`config.mk`:
```
export PLATFORM = sky130hd
export DESIGN_NAME = adaptive_power_squelch_flat
export DESIGN_NICKNAME = d
export VERILOG_FILES = /design/src/design/aps_pkg.sv /design/src/design/aps_if.sv /design/src/design/adaptive_power_squelch.sv /design/src/design/aps_mul.sv /design/src/flat_wrapper.sv
export SDC_FILE = /design/constraint.sdc
export NUM_CORES = 2
export LEC_CHECK = 0
export BUFFER_PORTS_ARGS = -buffer_cell sky130_fd_sc_hd__buf_4
export CAP_MARGIN = 15
export CORE_MARGIN = 2
export CORE_UTILIZATION = 55
export DETAILED_ROUTE_END_ITERATION = 10
export GPL_ROUTABILITY_DRIVEN = 0
export PLACE_DENSITY_LB_ADDON = 0.3
export SETUP_SLACK_MARGIN = 0.3
export SYNTH_ARGS = -nofsm -noshare
export SYNTH_HDL_FRONTEND = slang
export SYNTH_SLANG_ARGS = --single-unit
```
`constraint.sdc`:
```
create_clock -name clock -period 20.2 [get_ports clock]
set_clock_uncertainty 0.05 [all_clocks]
set_input_delay 2.02 -clock clock [delete_from_list [all_inputs] [get_ports clock]]
set_output_delay 2.02 -clock clock [all_outputs]
set_load 0.005 [all_outputs]
```
`src/design/aps_pkg.sv`:
```
// Shared widths, reset values, register indexes, sequencer states and the
// multiplier request type for the adaptive power squelch.
// No dependencies.
`default_nettype none

package aps_pkg;

   localparam int SAMPLE_W   = 16;
   localparam int POWER_W    = 32;
   localparam int RATIO_W    = 8;
   localparam int ALPHA_W    = 16;
   localparam int SUM_W      = 44;
   localparam int CSR_IDX_W  = 2;
   localparam int CSR_DATA_W = 32;

   localparam int MUL_A_W    = 32;
   localparam int MUL_B_W    = 16;
   localparam int MUL_P_W    = MUL_A_W + MUL_B_W;

   localparam int DIV_STEPS  = SUM_W;
   localparam int DIV_CNT_W  = $clog2(DIV_STEPS);

   localparam int ALPHA_SHIFT = 16;

   localparam int MAX_BLOCK_DEFAULT = 4096;

   localparam logic [RATIO_W-1:0] RATIO_RESET = 8'd80;
   localparam logic [ALPHA_W-1:0] ALPHA_RESET = 16'd655;
   localparam logic [POWER_W-1:0] FLOOR_RESET = 32'd10737;

   localparam logic [CSR_IDX_W-1:0] REG_SQUELCH_RATIO     = 2'd0;
   localparam logic [CSR_IDX_W-1:0] REG_NOISE_ALPHA       = 2'd1;
   localparam logic [CSR_IDX_W-1:0] REG_NOISE_FLOOR_START = 2'd2;

   typedef enum logic [3:0] {
      ST_IDLE,
      ST_SQ_I,
      ST_SQ_Q,
      ST_ACC,
      ST_DIV,
      ST_SCALE,
      ST_CMP,
      ST_ADAPT,
      ST_OUT
   } aps_state_type;

   typedef struct packed {
      logic               load;
      logic [MUL_A_W-1:0] a;
      logic [MUL_B_W-1:0] b;
   } aps_mul_req_type;

endpackage

`default_nettype wire

```
`src/design/aps_if.sv`:
```
// Valid/ready channel interfaces for sample items, result items and
// register writes. Depends on aps_pkg.
`default_nettype none

interface aps_req_if;
   logic                                valid;
   logic                                ready;
   logic signed [aps_pkg::SAMPLE_W-1:0] i_sample;
   logic signed [aps_pkg::SAMPLE_W-1:0] q_sample;
   logic                                last_of_block;

   modport source (output valid, i_sample, q_sample, last_of_block, input ready);
   modport sink   (input valid, i_sample, q_sample, last_of_block, output ready);
endinterface

interface aps_rsp_if;
   logic                         valid;
   logic                         ready;
   logic                         squelch_open;
   logic                         modem_reset;
   logic [aps_pkg::POWER_W-1:0]  block_power;
   logic [aps_pkg::POWER_W-1:0]  noise_floor;

   modport source (output valid, squelch_open, modem_reset, block_power, noise_floor,
                   input ready);
   modport sink   (input valid, squelch_open, modem_reset, block_power, noise_floor,
                   output ready);
endinterface

interface aps_csr_if;
   logic                             valid;
   logic                             ready;
   logic [aps_pkg::CSR_IDX_W-1:0]    reg_index;
   logic [aps_pkg::CSR_DATA_W-1:0]   wdata;

   modport source (output valid, reg_index, wdata, input ready);
   modport sink   (input valid, reg_index, wdata, output ready);
endinterface

`default_nettype wire

```
`src/design/adaptive_power_squelch.sv`:
```
// Top level: power accumulation, block mean divide and noise floor tracking.
// Depends on aps_pkg, aps_if and aps_mul.
// Sequence: a sample that does not close a block occupies the block through accept,
// two squares through the shared multiplier and accumulate. A closing sample then
// runs the bit-serial divide and scale/compare/adapt/output, skipping adapt if the
// squelch opens, and output waits for the result register. One item in flight.
// Reset (synchronous): registers to defaults, floor to its start value, sums cleared.
`default_nettype none

module adaptive_power_squelch #(
   parameter int MAX_BLOCK = aps_pkg::MAX_BLOCK_DEFAULT
) (
   input wire logic clock,
   input wire logic reset,
   aps_req_if.sink   req_ch,
   aps_rsp_if.source rsp_ch,
   aps_csr_if.sink   csr_ch
);

   localparam int CW = $clog2(MAX_BLOCK + 1);

   aps_pkg::aps_state_type state_ff, state_in;
   aps_pkg::aps_mul_req_type mul_req;
   logic [aps_pkg::MUL_P_W-1:0] product;

   logic [aps_pkg::SAMPLE_W-1:0] i_mag_ff, i_mag_in;
   logic [aps_pkg::SAMPLE_W-1:0] q_mag_ff, q_mag_in;
   logic                         last_ff, last_in;
   logic [aps_pkg::SUM_W-1:0]    sum_ff, sum_in;
   logic [CW-1:0]                count_ff, count_in;
   logic [CW:0]                  rem_ff, rem_in;
   logic [aps_pkg::DIV_CNT_W-1:0] step_ff, step_in;
   logic [aps_pkg::POWER_W-1:0]  power_ff, power_in;
   logic [aps_pkg::POWER_W-1:0]  noise_ff, noise_in;
   logic                         dirty_ff, dirty_in;
   logic                         open_ff, open_in;
   logic                         mreset_ff, mreset_in;
   logic [aps_pkg::RATIO_W-1:0]  ratio_ff, ratio_in;
   logic [aps_pkg::ALPHA_W-1:0]  alpha_ff, alpha_in;

   logic                         rsp_valid_ff, rsp_valid_in;
   logic                         rsp_open_ff, rsp_open_in;
   logic                         rsp_mreset_ff, rsp_mreset_in;
   logic [aps_pkg::POWER_W-1:0]  rsp_power_ff, rsp_power_in;
   logic [aps_pkg::POWER_W-1:0]  rsp_noise_ff, rsp_noise_in;

   logic                         req_fire;
   logic                         out_free;
   logic [aps_pkg::SUM_W:0]      sum_add;
   logic [aps_pkg::SUM_W-1:0]    sum_sat;
   logic [CW-1:0]                count_next;
   logic                         block_close;
   logic [CW:0]                  rem_shift;
   logic                         div_ge;
   logic                         div_done;
   logic                         loud;
   logic                         floor_up;
   logic [aps_pkg::POWER_W-1:0]  diff;
   logic [aps_pkg::POWER_W:0]    up_sum;
   logic [aps_pkg::MUL_P_W:0]    dn_round;
   logic [aps_pkg::POWER_W:0]    dn_delta;
   logic [aps_pkg::POWER_W-1:0]  adapted;

   aps_mul u_mul (
      .clock   (clock),
      .mul_req (mul_req),
      .product (product)
   );

   assign req_fire = req_ch.valid && req_ch.ready;
   assign out_free = !rsp_valid_ff || rsp_ch.ready;

   // Shared datapath terms
   always_comb begin
      sum_add = {1'b0, sum_ff} + (aps_pkg::SUM_W + 1)'(product[2*aps_pkg::SAMPLE_W-1:0]);
      sum_sat = sum_add[aps_pkg::SUM_W] ? '1 : sum_add[aps_pkg::SUM_W-1:0];

      count_next  = count_ff + 1'b1;
      block_close = last_ff || (count_next == CW'(MAX_BLOCK));

      rem_shift = {rem_ff[CW-1:0], sum_ff[aps_pkg::SUM_W-1]};
      div_ge    = rem_shift >= {1'b0, count_ff};
      div_done  = step_ff == aps_pkg::DIV_CNT_W'(aps_pkg::DIV_STEPS - 1);

      loud = aps_pkg::MUL_P_W'({power_ff, 4'b0000}) > product;

      floor_up = power_ff >= noise_ff;
      diff     = floor_up ? (power_ff - noise_ff) : (noise_ff - power_ff);

      up_sum   = {1'b0, noise_ff}
               + {1'b0, product[aps_pkg::MUL_P_W-1:aps_pkg::ALPHA_SHIFT]};
      dn_round = {1'b0, product} + (aps_pkg::MUL_P_W + 1)'((1 << aps_pkg::ALPHA_SHIFT) - 1);
      dn_delta = dn_round[aps_pkg::MUL_P_W:aps_pkg::ALPHA_SHIFT];

      if (floor_up) begin
         adapted = up_sum[aps_pkg::POWER_W] ? '1 : up_sum[aps_pkg::POWER_W-1:0];
      end else if (dn_delta >= {1'b0, noise_ff}) begin
         adapted = '0;
      end else begin
         adapted = noise_ff - dn_delta[aps_pkg::POWER_W-1:0];
      end
   end

   // Next state
   always_comb begin
      state_in = state_ff;
      case (state_ff)
         aps_pkg::ST_IDLE: begin
            if (req_fire) begin
               state_in = aps_pkg::ST_SQ_I;
            end
         end
         aps_pkg::ST_SQ_I:  state_in = aps_pkg::ST_SQ_Q;
         aps_pkg::ST_SQ_Q:  state_in = aps_pkg::ST_ACC;
         aps_pkg::ST_ACC:   state_in = block_close ? aps_pkg::ST_DIV : aps_pkg::ST_IDLE;
         aps_pkg::ST_DIV: begin
            if (div_done) begin
               state_in = aps_pkg::ST_SCALE;
            end
         end
         aps_pkg::ST_SCALE: state_in = aps_pkg::ST_CMP;
         aps_pkg::ST_CMP:   state_in = loud ? aps_pkg::ST_OUT : aps_pkg::ST_ADAPT;
         aps_pkg::ST_ADAPT: state_in = aps_pkg::ST_OUT;
         aps_pkg::ST_OUT: begin
            if (out_free) begin
               state_in = aps_pkg::ST_IDLE;
            end
         end
         default:           state_in = aps_pkg::ST_IDLE;
      endcase
   end

   // Control outputs
   always_comb begin
      req_ch.ready = 1'b0;
      mul_req      = '0;
      case (state_ff)
         aps_pkg::ST_IDLE:  req_ch.ready = 1'b1;
         aps_pkg::ST_SQ_I: begin
            mul_req.load = 1'b1;
            mul_req.a    = aps_pkg::MUL_A_W'(i_mag_ff);
            mul_req.b    = i_mag_ff;
         end
         aps_pkg::ST_SQ_Q: begin
            mul_req.load = 1'b1;
            mul_req.a    = aps_pkg::MUL_A_W'(q_mag_ff);
            mul_req.b    = q_mag_ff;
         end
         aps_pkg::ST_SCALE: begin
            mul_req.load = 1'b1;
            mul_req.a    = noise_ff;
            mul_req.b    = aps_pkg::MUL_B_W'(ratio_ff);
         end
         aps_pkg::ST_CMP: begin
            mul_req.load = 1'b1;
            mul_req.a    = diff;
            mul_req.b    = alpha_ff;
         end
         default: begin
            req_ch.ready = 1'b0;
         end
      endcase
   end

   // Datapath and register file
   always_comb begin
      i_mag_in  = i_mag_ff;
      q_mag_in  = q_mag_ff;
      last_in   = last_ff;
      sum_in    = sum_ff;
      count_in  = count_ff;
      rem_in    = rem_ff;
      step_in   = step_ff;
      power_in  = power_ff;
      noise_in  = noise_ff;
      dirty_in  = dirty_ff;
      open_in   = open_ff;
      mreset_in = mreset_ff;
      ratio_in  = ratio_ff;
      alpha_in  = alpha_ff;

      rsp_valid_in  = rsp_valid_ff && !rsp_ch.ready;
      rsp_open_in   = rsp_open_ff;
      rsp_mreset_in = rsp_mreset_ff;
      rsp_power_in  = rsp_power_ff;
      rsp_noise_in  = rsp_noise_ff;

      case (state_ff)
         aps_pkg::ST_IDLE: begin
            if (req_fire) begin
               i_mag_in = req_ch.i_sample[aps_pkg::SAMPLE_W-1] ?
                          (~req_ch.i_sample + 1'b1) : req_ch.i_sample;
               q_mag_in = req_ch.q_sample[aps_pkg::SAMPLE_W-1] ?
                          (~req_ch.q_sample + 1'b1) : req_ch.q_sample;
               last_in  = req_ch.last_of_block;
            end
         end
         aps_pkg::ST_SQ_Q: begin
            sum_in = sum_sat;
         end
         aps_pkg::ST_ACC: begin
            sum_in   = sum_sat;
            count_in = count_next;
            rem_in   = '0;
            step_in  = '0;
         end
         aps_pkg::ST_DIV: begin
            rem_in  = div_ge ? (rem_shift - {1'b0, count_ff}) : rem_shift;
            sum_in  = {sum_ff[aps_pkg::SUM_W-2:0], div_ge};
            step_in = step_ff + 1'b1;
         end
         aps_pkg::ST_SCALE: begin
            power_in = (|sum_ff[aps_pkg::SUM_W-1:aps_pkg::POWER_W]) ?
                       '1 : sum_ff[aps_pkg::POWER_W-1:0];
         end
         aps_pkg::ST_CMP: begin
            open_in = loud;
            if (loud) begin
               dirty_in  = 1'b1;
               mreset_in = 1'b0;
            end
         end
         aps_pkg::ST_ADAPT: begin
            noise_in  = adapted;
            mreset_in = dirty_ff;
            dirty_in  = 1'b0;
         end
         aps_pkg::ST_OUT: begin
            if (out_free) begin
               rsp_valid_in  = 1'b1;
               rsp_open_in   = open_ff;
               rsp_mreset_in = mreset_ff;
               rsp_power_in  = power_ff;
               rsp_noise_in  = noise_ff;
               sum_in        = '0;
               count_in      = '0;
            end
         end
         default: begin
            sum_in = sum_ff;
         end
      endcase

      if (csr_ch.valid && csr_ch.ready) begin
         case (csr_ch.reg_index)
            aps_pkg::REG_SQUELCH_RATIO:
               ratio_in = csr_ch.wdata[aps_pkg::RATIO_W-1:0];
            aps_pkg::REG_NOISE_ALPHA:
               alpha_in = csr_ch.wdata[aps_pkg::ALPHA_W-1:0];
            aps_pkg::REG_NOISE_FLOOR_START:
               noise_in = csr_ch.wdata[aps_pkg::POWER_W-1:0];
            default: begin
               ratio_in = ratio_ff;
            end
         endcase
      end
   end

   assign csr_ch.ready = 1'b1;

   always_ff @(posedge clock) begin
      if (reset) begin
         state_ff     <= aps_pkg::ST_IDLE;
         sum_ff       <= '0;
         count_ff     <= '0;
         noise_ff     <= aps_pkg::FLOOR_RESET;
         dirty_ff     <= 1'b0;
         ratio_ff     <= aps_pkg::RATIO_RESET;
         alpha_ff     <= aps_pkg::ALPHA_RESET;
         rsp_valid_ff <= 1'b0;
      end else begin
         state_ff     <= state_in;
         sum_ff       <= sum_in;
         count_ff     <= count_in;
         noise_ff     <= noise_in;
         dirty_ff     <= dirty_in;
         ratio_ff     <= ratio_in;
         alpha_ff     <= alpha_in;
         rsp_valid_ff <= rsp_valid_in;
      end
   end

   always_ff @(posedge clock) begin
      i_mag_ff      <= i_mag_in;
      q_mag_ff      <= q_mag_in;
      last_ff       <= last_in;
      rem_ff        <= rem_in;
      step_ff       <= step_in;
      power_ff      <= power_in;
      open_ff       <= open_in;
      mreset_ff     <= mreset_in;
      rsp_open_ff   <= rsp_open_in;
      rsp_mreset_ff <= rsp_mreset_in;
      rsp_power_ff  <= rsp_power_in;
      rsp_noise_ff  <= rsp_noise_in;
   end

   assign rsp_ch.valid        = rsp_valid_ff;
   assign rsp_ch.squelch_open = rsp_open_ff;
   assign rsp_ch.modem_reset  = rsp_mreset_ff;
   assign rsp_ch.block_power  = rsp_power_ff;
   assign rsp_ch.noise_floor  = rsp_noise_ff;

endmodule

`default_nettype wire

```
`src/design/aps_mul.sv`:
```
// Shared unsigned multiplier with a registered product, used for the
// squares, the threshold scale and the floor adaptation. Depends on aps_pkg.
`default_nettype none

module aps_mul (
   input  wire logic                          clock,
   input  wire aps_pkg::aps_mul_req_type      mul_req,
   output logic [aps_pkg::MUL_P_W-1:0]        product
);

   logic [aps_pkg::MUL_P_W-1:0] product_ff;
   logic [aps_pkg::MUL_P_W-1:0] product_in;

   always_comb begin
      product_in = aps_pkg::MUL_P_W'(mul_req.a) * aps_pkg::MUL_P_W'(mul_req.b);
   end

   always_ff @(posedge clock) begin
      if (mul_req.load) begin
         product_ff <= product_in;
      end
   end

   assign product = product_ff;

endmodule

`default_nettype wire

```
`src/flat_wrapper.sv`:
```
// flat-port wrapper written by rule: the top's interface ports become plain ports
module adaptive_power_squelch_flat 
#(
   parameter int MAX_BLOCK = aps_pkg::MAX_BLOCK_DEFAULT
)
  (clock, reset, req_ch_valid, req_ch_i_sample, req_ch_q_sample, req_ch_last_of_block, req_ch_ready, rsp_ch_valid, rsp_ch_squelch_open, rsp_ch_modem_reset, rsp_ch_block_power, rsp_ch_noise_floor, rsp_ch_ready, csr_ch_valid, csr_ch_reg_index, csr_ch_wdata, csr_ch_ready);
  aps_req_if req_ch_i ();
  aps_rsp_if rsp_ch_i ();
  aps_csr_if csr_ch_i ();
  input wire logic clock;
  input wire logic reset;
  input wire logic [$bits(req_ch_i.valid)-1:0] req_ch_valid;
  input wire logic [$bits(req_ch_i.i_sample)-1:0] req_ch_i_sample;
  input wire logic [$bits(req_ch_i.q_sample)-1:0] req_ch_q_sample;
  input wire logic [$bits(req_ch_i.last_of_block)-1:0] req_ch_last_of_block;
  output wire logic [$bits(req_ch_i.ready)-1:0] req_ch_ready;
  output wire logic [$bits(rsp_ch_i.valid)-1:0] rsp_ch_valid;
  output wire logic [$bits(rsp_ch_i.squelch_open)-1:0] rsp_ch_squelch_open;
  output wire logic [$bits(rsp_ch_i.modem_reset)-1:0] rsp_ch_modem_reset;
  output wire logic [$bits(rsp_ch_i.block_power)-1:0] rsp_ch_block_power;
  output wire logic [$bits(rsp_ch_i.noise_floor)-1:0] rsp_ch_noise_floor;
  input wire logic [$bits(rsp_ch_i.ready)-1:0] rsp_ch_ready;
  input wire logic [$bits(csr_ch_i.valid)-1:0] csr_ch_valid;
  input wire logic [$bits(csr_ch_i.reg_index)-1:0] csr_ch_reg_index;
  input wire logic [$bits(csr_ch_i.wdata)-1:0] csr_ch_wdata;
  output wire logic [$bits(csr_ch_i.ready)-1:0] csr_ch_ready;
  assign req_ch_i.valid = req_ch_valid;
  assign req_ch_i.i_sample = req_ch_i_sample;
  assign req_ch_i.q_sample = req_ch_q_sample;
  assign req_ch_i.last_of_block = req_ch_last_of_block;
  assign req_ch_ready = req_ch_i.ready;
  assign rsp_ch_valid = rsp_ch_i.valid;
  assign rsp_ch_squelch_open = rsp_ch_i.squelch_open;
  assign rsp_ch_modem_reset = rsp_ch_i.modem_reset;
  assign rsp_ch_block_power = rsp_ch_i.block_power;
  assign rsp_ch_noise_floor = rsp_ch_i.noise_floor;
  assign rsp_ch_i.ready = rsp_ch_ready;
  assign csr_ch_i.valid = csr_ch_valid;
  assign csr_ch_i.reg_index = csr_ch_reg_index;
  assign csr_ch_i.wdata = csr_ch_wdata;
  assign csr_ch_ready = csr_ch_i.ready;
  adaptive_power_squelch #(.MAX_BLOCK(MAX_BLOCK)) u_core (.clock(clock), .reset(reset), .req_ch(req_ch_i), .rsp_ch(rsp_ch_i), .csr_ch(csr_ch_i));
endmodule
```
==> out/metrics.yaml <==
run_status:
  status: "completed"
logic_synthesis:
  synth.avg_cell_area_sq_um: 8.528
  yosysSeqAreaShare_pct: 20.31
  synthesis.area_sq_um: 41290
  ys_async_sr_fraction_pct: 0
  synth_edf_count: 200
  ys_ff_latch: 319
  yosys_most_used_dff: "edfxtp_1"
  synthDistinctLibCells: 96
  synth_nets: 5697
  postSynthCellCount: 4842
  yosys_warnings: 0
timing:
  relSlewSlack_pct: 7.403
  drv_slew: 0
  finalSetupViolCount: 0
  whs_ps: 379.8
  max_freq_mhz: 78.73
  final.setup.tns_ps: 0
  period_minus_slack_ps: 12700
  rsz0062_at_grt: "no"
  worstMarginPinSlew_ps: 1389
  hold_viol_final: 0
  min_period_over_period_pct: 62.88
  fin_ws_ps: 7498
worst_setup_path:
  critPathMostFrequentCell: "fa_1"
  reg2reg_from: "u_core.noise_ff[19]"
  worstSetupPathType: "flop to flop"
  reg2reg_slack_ps: 7500
  required_ps: 20470
  arrival_ps: 12970
  critical_path.top_delay_family: "compound AO/OA/AOI/OAI gates"
  critPathCaptureType: "flop"
  cp_max_fo: 26
  slowest_delay_ps: 1170
  startpoint: "u_core.noise_ff[19]"
  setup.worst_path.start_class: "flop"
  crit_buf_inv: 6
  crit_slowest_cell: "o41ai_1"
power_and_ir_drop:
  switching_power_uw: 1028
  clockPowerShare_pct: 28.0
  internal_power_uw: 1520
  peakVddDrop_uv: 54.39
  leakagePower_uw: 0.02012
  pwr-share-comb_pct: 40.0
  finalPower_uw: 2548
  swShare_pct: 40.34
  power_frac_seq_pct: 32.0
  power_density_nw_per_um2: 57.39
route:
  wl_um: 141100
  via_per_inst: 6.435
  drt-initial-drc-count: 4523
  ant_nets: 0
  wire_per_inst_um: 24.13
  vias: 37620
  drt_pass1_iterations: 8
  drc: 0
global_route:
  grt_max_degree: 68
  antenna_found_initial: 2
  grt_pass1_wl_um: 215600
  grt_pass1_vias: 37040
  grt_use_total_pct: 36.15
  gr-total-overflow: 0
floorplan:
  die_h_um: 278
  core.rowCount: 100
  pin_count: 141
  start_util_pct: 55.47
  dieWidth_um: 278
  die_area_sq_um: 77280
  core-area_sq_um: 74450
clocking:
  clk_pin_slew_ps: 70
  cts_buffer_depth: 3
  cts_setup_buffers: 0
  clkLatencyLatePin_ps: 570
  cts_tree: "yes"
  cts_max_level: 2
  cts_inserted_buffers: 36
  cts_root_buf: "clkbuf_16"
  cts-hold-fix-buffers: 0
  cts_resized: 0
  clock_sinks: 319
finish:
  fillCellCount: 6591
  postLayoutCellArea_sq_um: 44400
  layout-drive-gt1-share_pct: 7.853
  final_nets: 5704
  ff_latch_area_sq_um: 8388
  area_delta_synth_final_pct: 7.518
  multiInputGateArea_sq_um: 29490
placed_design:
  dp_slack_ps: 8063
  port_buffers: 139
  hpwl_um: 108500
  placed_area_sq_um: 43130
worst_hold_path:
  hold_path_class: "flop to flop"
  hold_path_startpoint: "u_core.mreset_ff"
job:
  drv_cap: 0
final timing paths:
path                                             endpoint  cells past startpoint
worst min register to register  u_core.rsp_ch.modem_reset                      0
worst max register to register   u_core.u_mul.product[41]                     34
worst min-delay path            u_core.rsp_ch.modem_reset                      0
worst max-delay path             u_core.u_mul.product[41]                     34
state kept, by name, indices dropped and copies added (netlist names), 6 cells and up:
register,flops
u_core.sum_ff,44
u_core.step_ff,6
u_core.i_mag_ff,16
u_core.ratio_ff,8
u_core.alpha_ff,16
u_core.count_ff,13
u_core.q_mag_ff,16
u_core.rem_ff,13
u_core.u_mul.product,48
u_core.rsp_ch.block_power,32
u_core.noise_ff,32
u_core.power_ff,32
u_core.rsp_ch.noise_floor,32
per-layer routing:
layer	vias up	routed length [um]	track usage, %
met5	-	23	0
met4	4	10300	21.25
met3	630	18320	9.411
met2	2516	59000	53.83
met1	18010	53450	47.56
li1	16460	-	-
power groups by stage:
stage | clock, uW | sequential, uW | combinational [uW]
finish | 713 | 815 | 1020
floorplan | 0 | 789 | 701
CTS | 716 | 809 | 986
detailed placement | 0 | 823 | 979
global placement | 0 | 822 | 963
global route | 743 | 814 | 1100
cells in the final DEF, fill, tap and decap left out, drive strengths merged, types with 43 or more instances in the layout:
master / instances
edfxtp: 200
inv: 664
and2: 50
a21oi: 357
nor3: 83
fa: 424
dfxtp: 119
nand3: 121
nand2: 557
a31oi: 53
nand4: 51
buf: 209
ha: 359
clkbuf: 46
a21o: 131
xnor2: 149
o21ai: 256
nor2: 327
xor2: 65
or2: 43
cells in the mapped netlist (all sizes together) (21+ instances only):
| cell | instances | area, sq um |
|---|---|---|
| inv | 658 | 2470 |
| nand2 | 557 | 2116 |
| fa | 424 | 8488 |
| ha | 359 | 4492 |
| a21oi | 357 | 1802 |
| nor2 | 327 | 1227 |
| o21ai | 256 | 1300 |
| edfxtp | 200 | 6006 |
| clkbuf | 178 | 671.9 |
| xnor2 | 149 | 1305 |
| a21o | 131 | 983.4 |
| nand3 | 121 | 605.6 |
| dfxtp | 119 | 2382 |
| nor3 | 83 | 420.4 |
| xor2 | 65 | 569.3 |
| buf | 62 | 354.1 |
| a31oi | 53 | 337.8 |
| nand4 | 51 | 355.3 |
| and2 | 50 | 312.8 |
| or2 | 43 | 269.0 |
| nand2b | 38 | 237.7 |
| a211oi | 37 | 282.8 |
| o21bai | 36 | 270.3 |
| and3 | 34 | 212.7 |
| mux2i | 33 | 330.3 |
| nor2b | 31 | 193.9 |
| o21a | 30 | 225.2 |
| o211ai | 29 | 217.7 |
| a221oi | 27 | 284.0 |
| nor4 | 23 | 156.4 |
| o31ai | 23 | 172.7 |
| a22oi | 21 | 157.7 |
worst register-to-register path: cells and delay by family, from the launching register on:
kind	cells	cell delay [ps]
xor gates and xnor gates	2	290
DFF	1	820
and+or+nand+nor	7	1270
buffers and inverters	6	900
AOI/OAI and AO/OA	11	5110
adders and majority gates	8	4030
area by class of cell:
type	instances	share of cell area, %
clock inverters	20	0.5552
inverters	660	5.580
clock buffers	46	2.277
repair buffers	209	3.528
well taps	969	2.731
diodes	1	0.005637
flip-flops and latches	319	18.89
multi-input cells	3623	66.43
through the flow:
stage          instances  util (%)
2_1_floorplan       4842         -
3_3_place_gp        5779     57.94
3_5_place_dp        5779     57.94
4_1_cts             5845     59.63
5_1_grt             5847     59.64
6_report            5847     59.64
logic make-up (layout without fill, tap and decap cells):
kind of cell | Yosys count | in the layout | share of synthesized area [%]
and+or+nand+nor | 1405 | 1405 | 15.66
AOI/OAI and AO/OA | 1181 | 1181 | 18.59
buffers and inverters | 900 | 935 | 8.484
adders and majority gates | 783 | 783 | 31.43
DFF | 319 | 319 | 20.31
xor gates and xnor gates | 214 | 214 | 4.539
muxes | 39 | 39 | 0.9727
other | 1 | 2 | 0.009082
(Power assumes the default switching activity.)
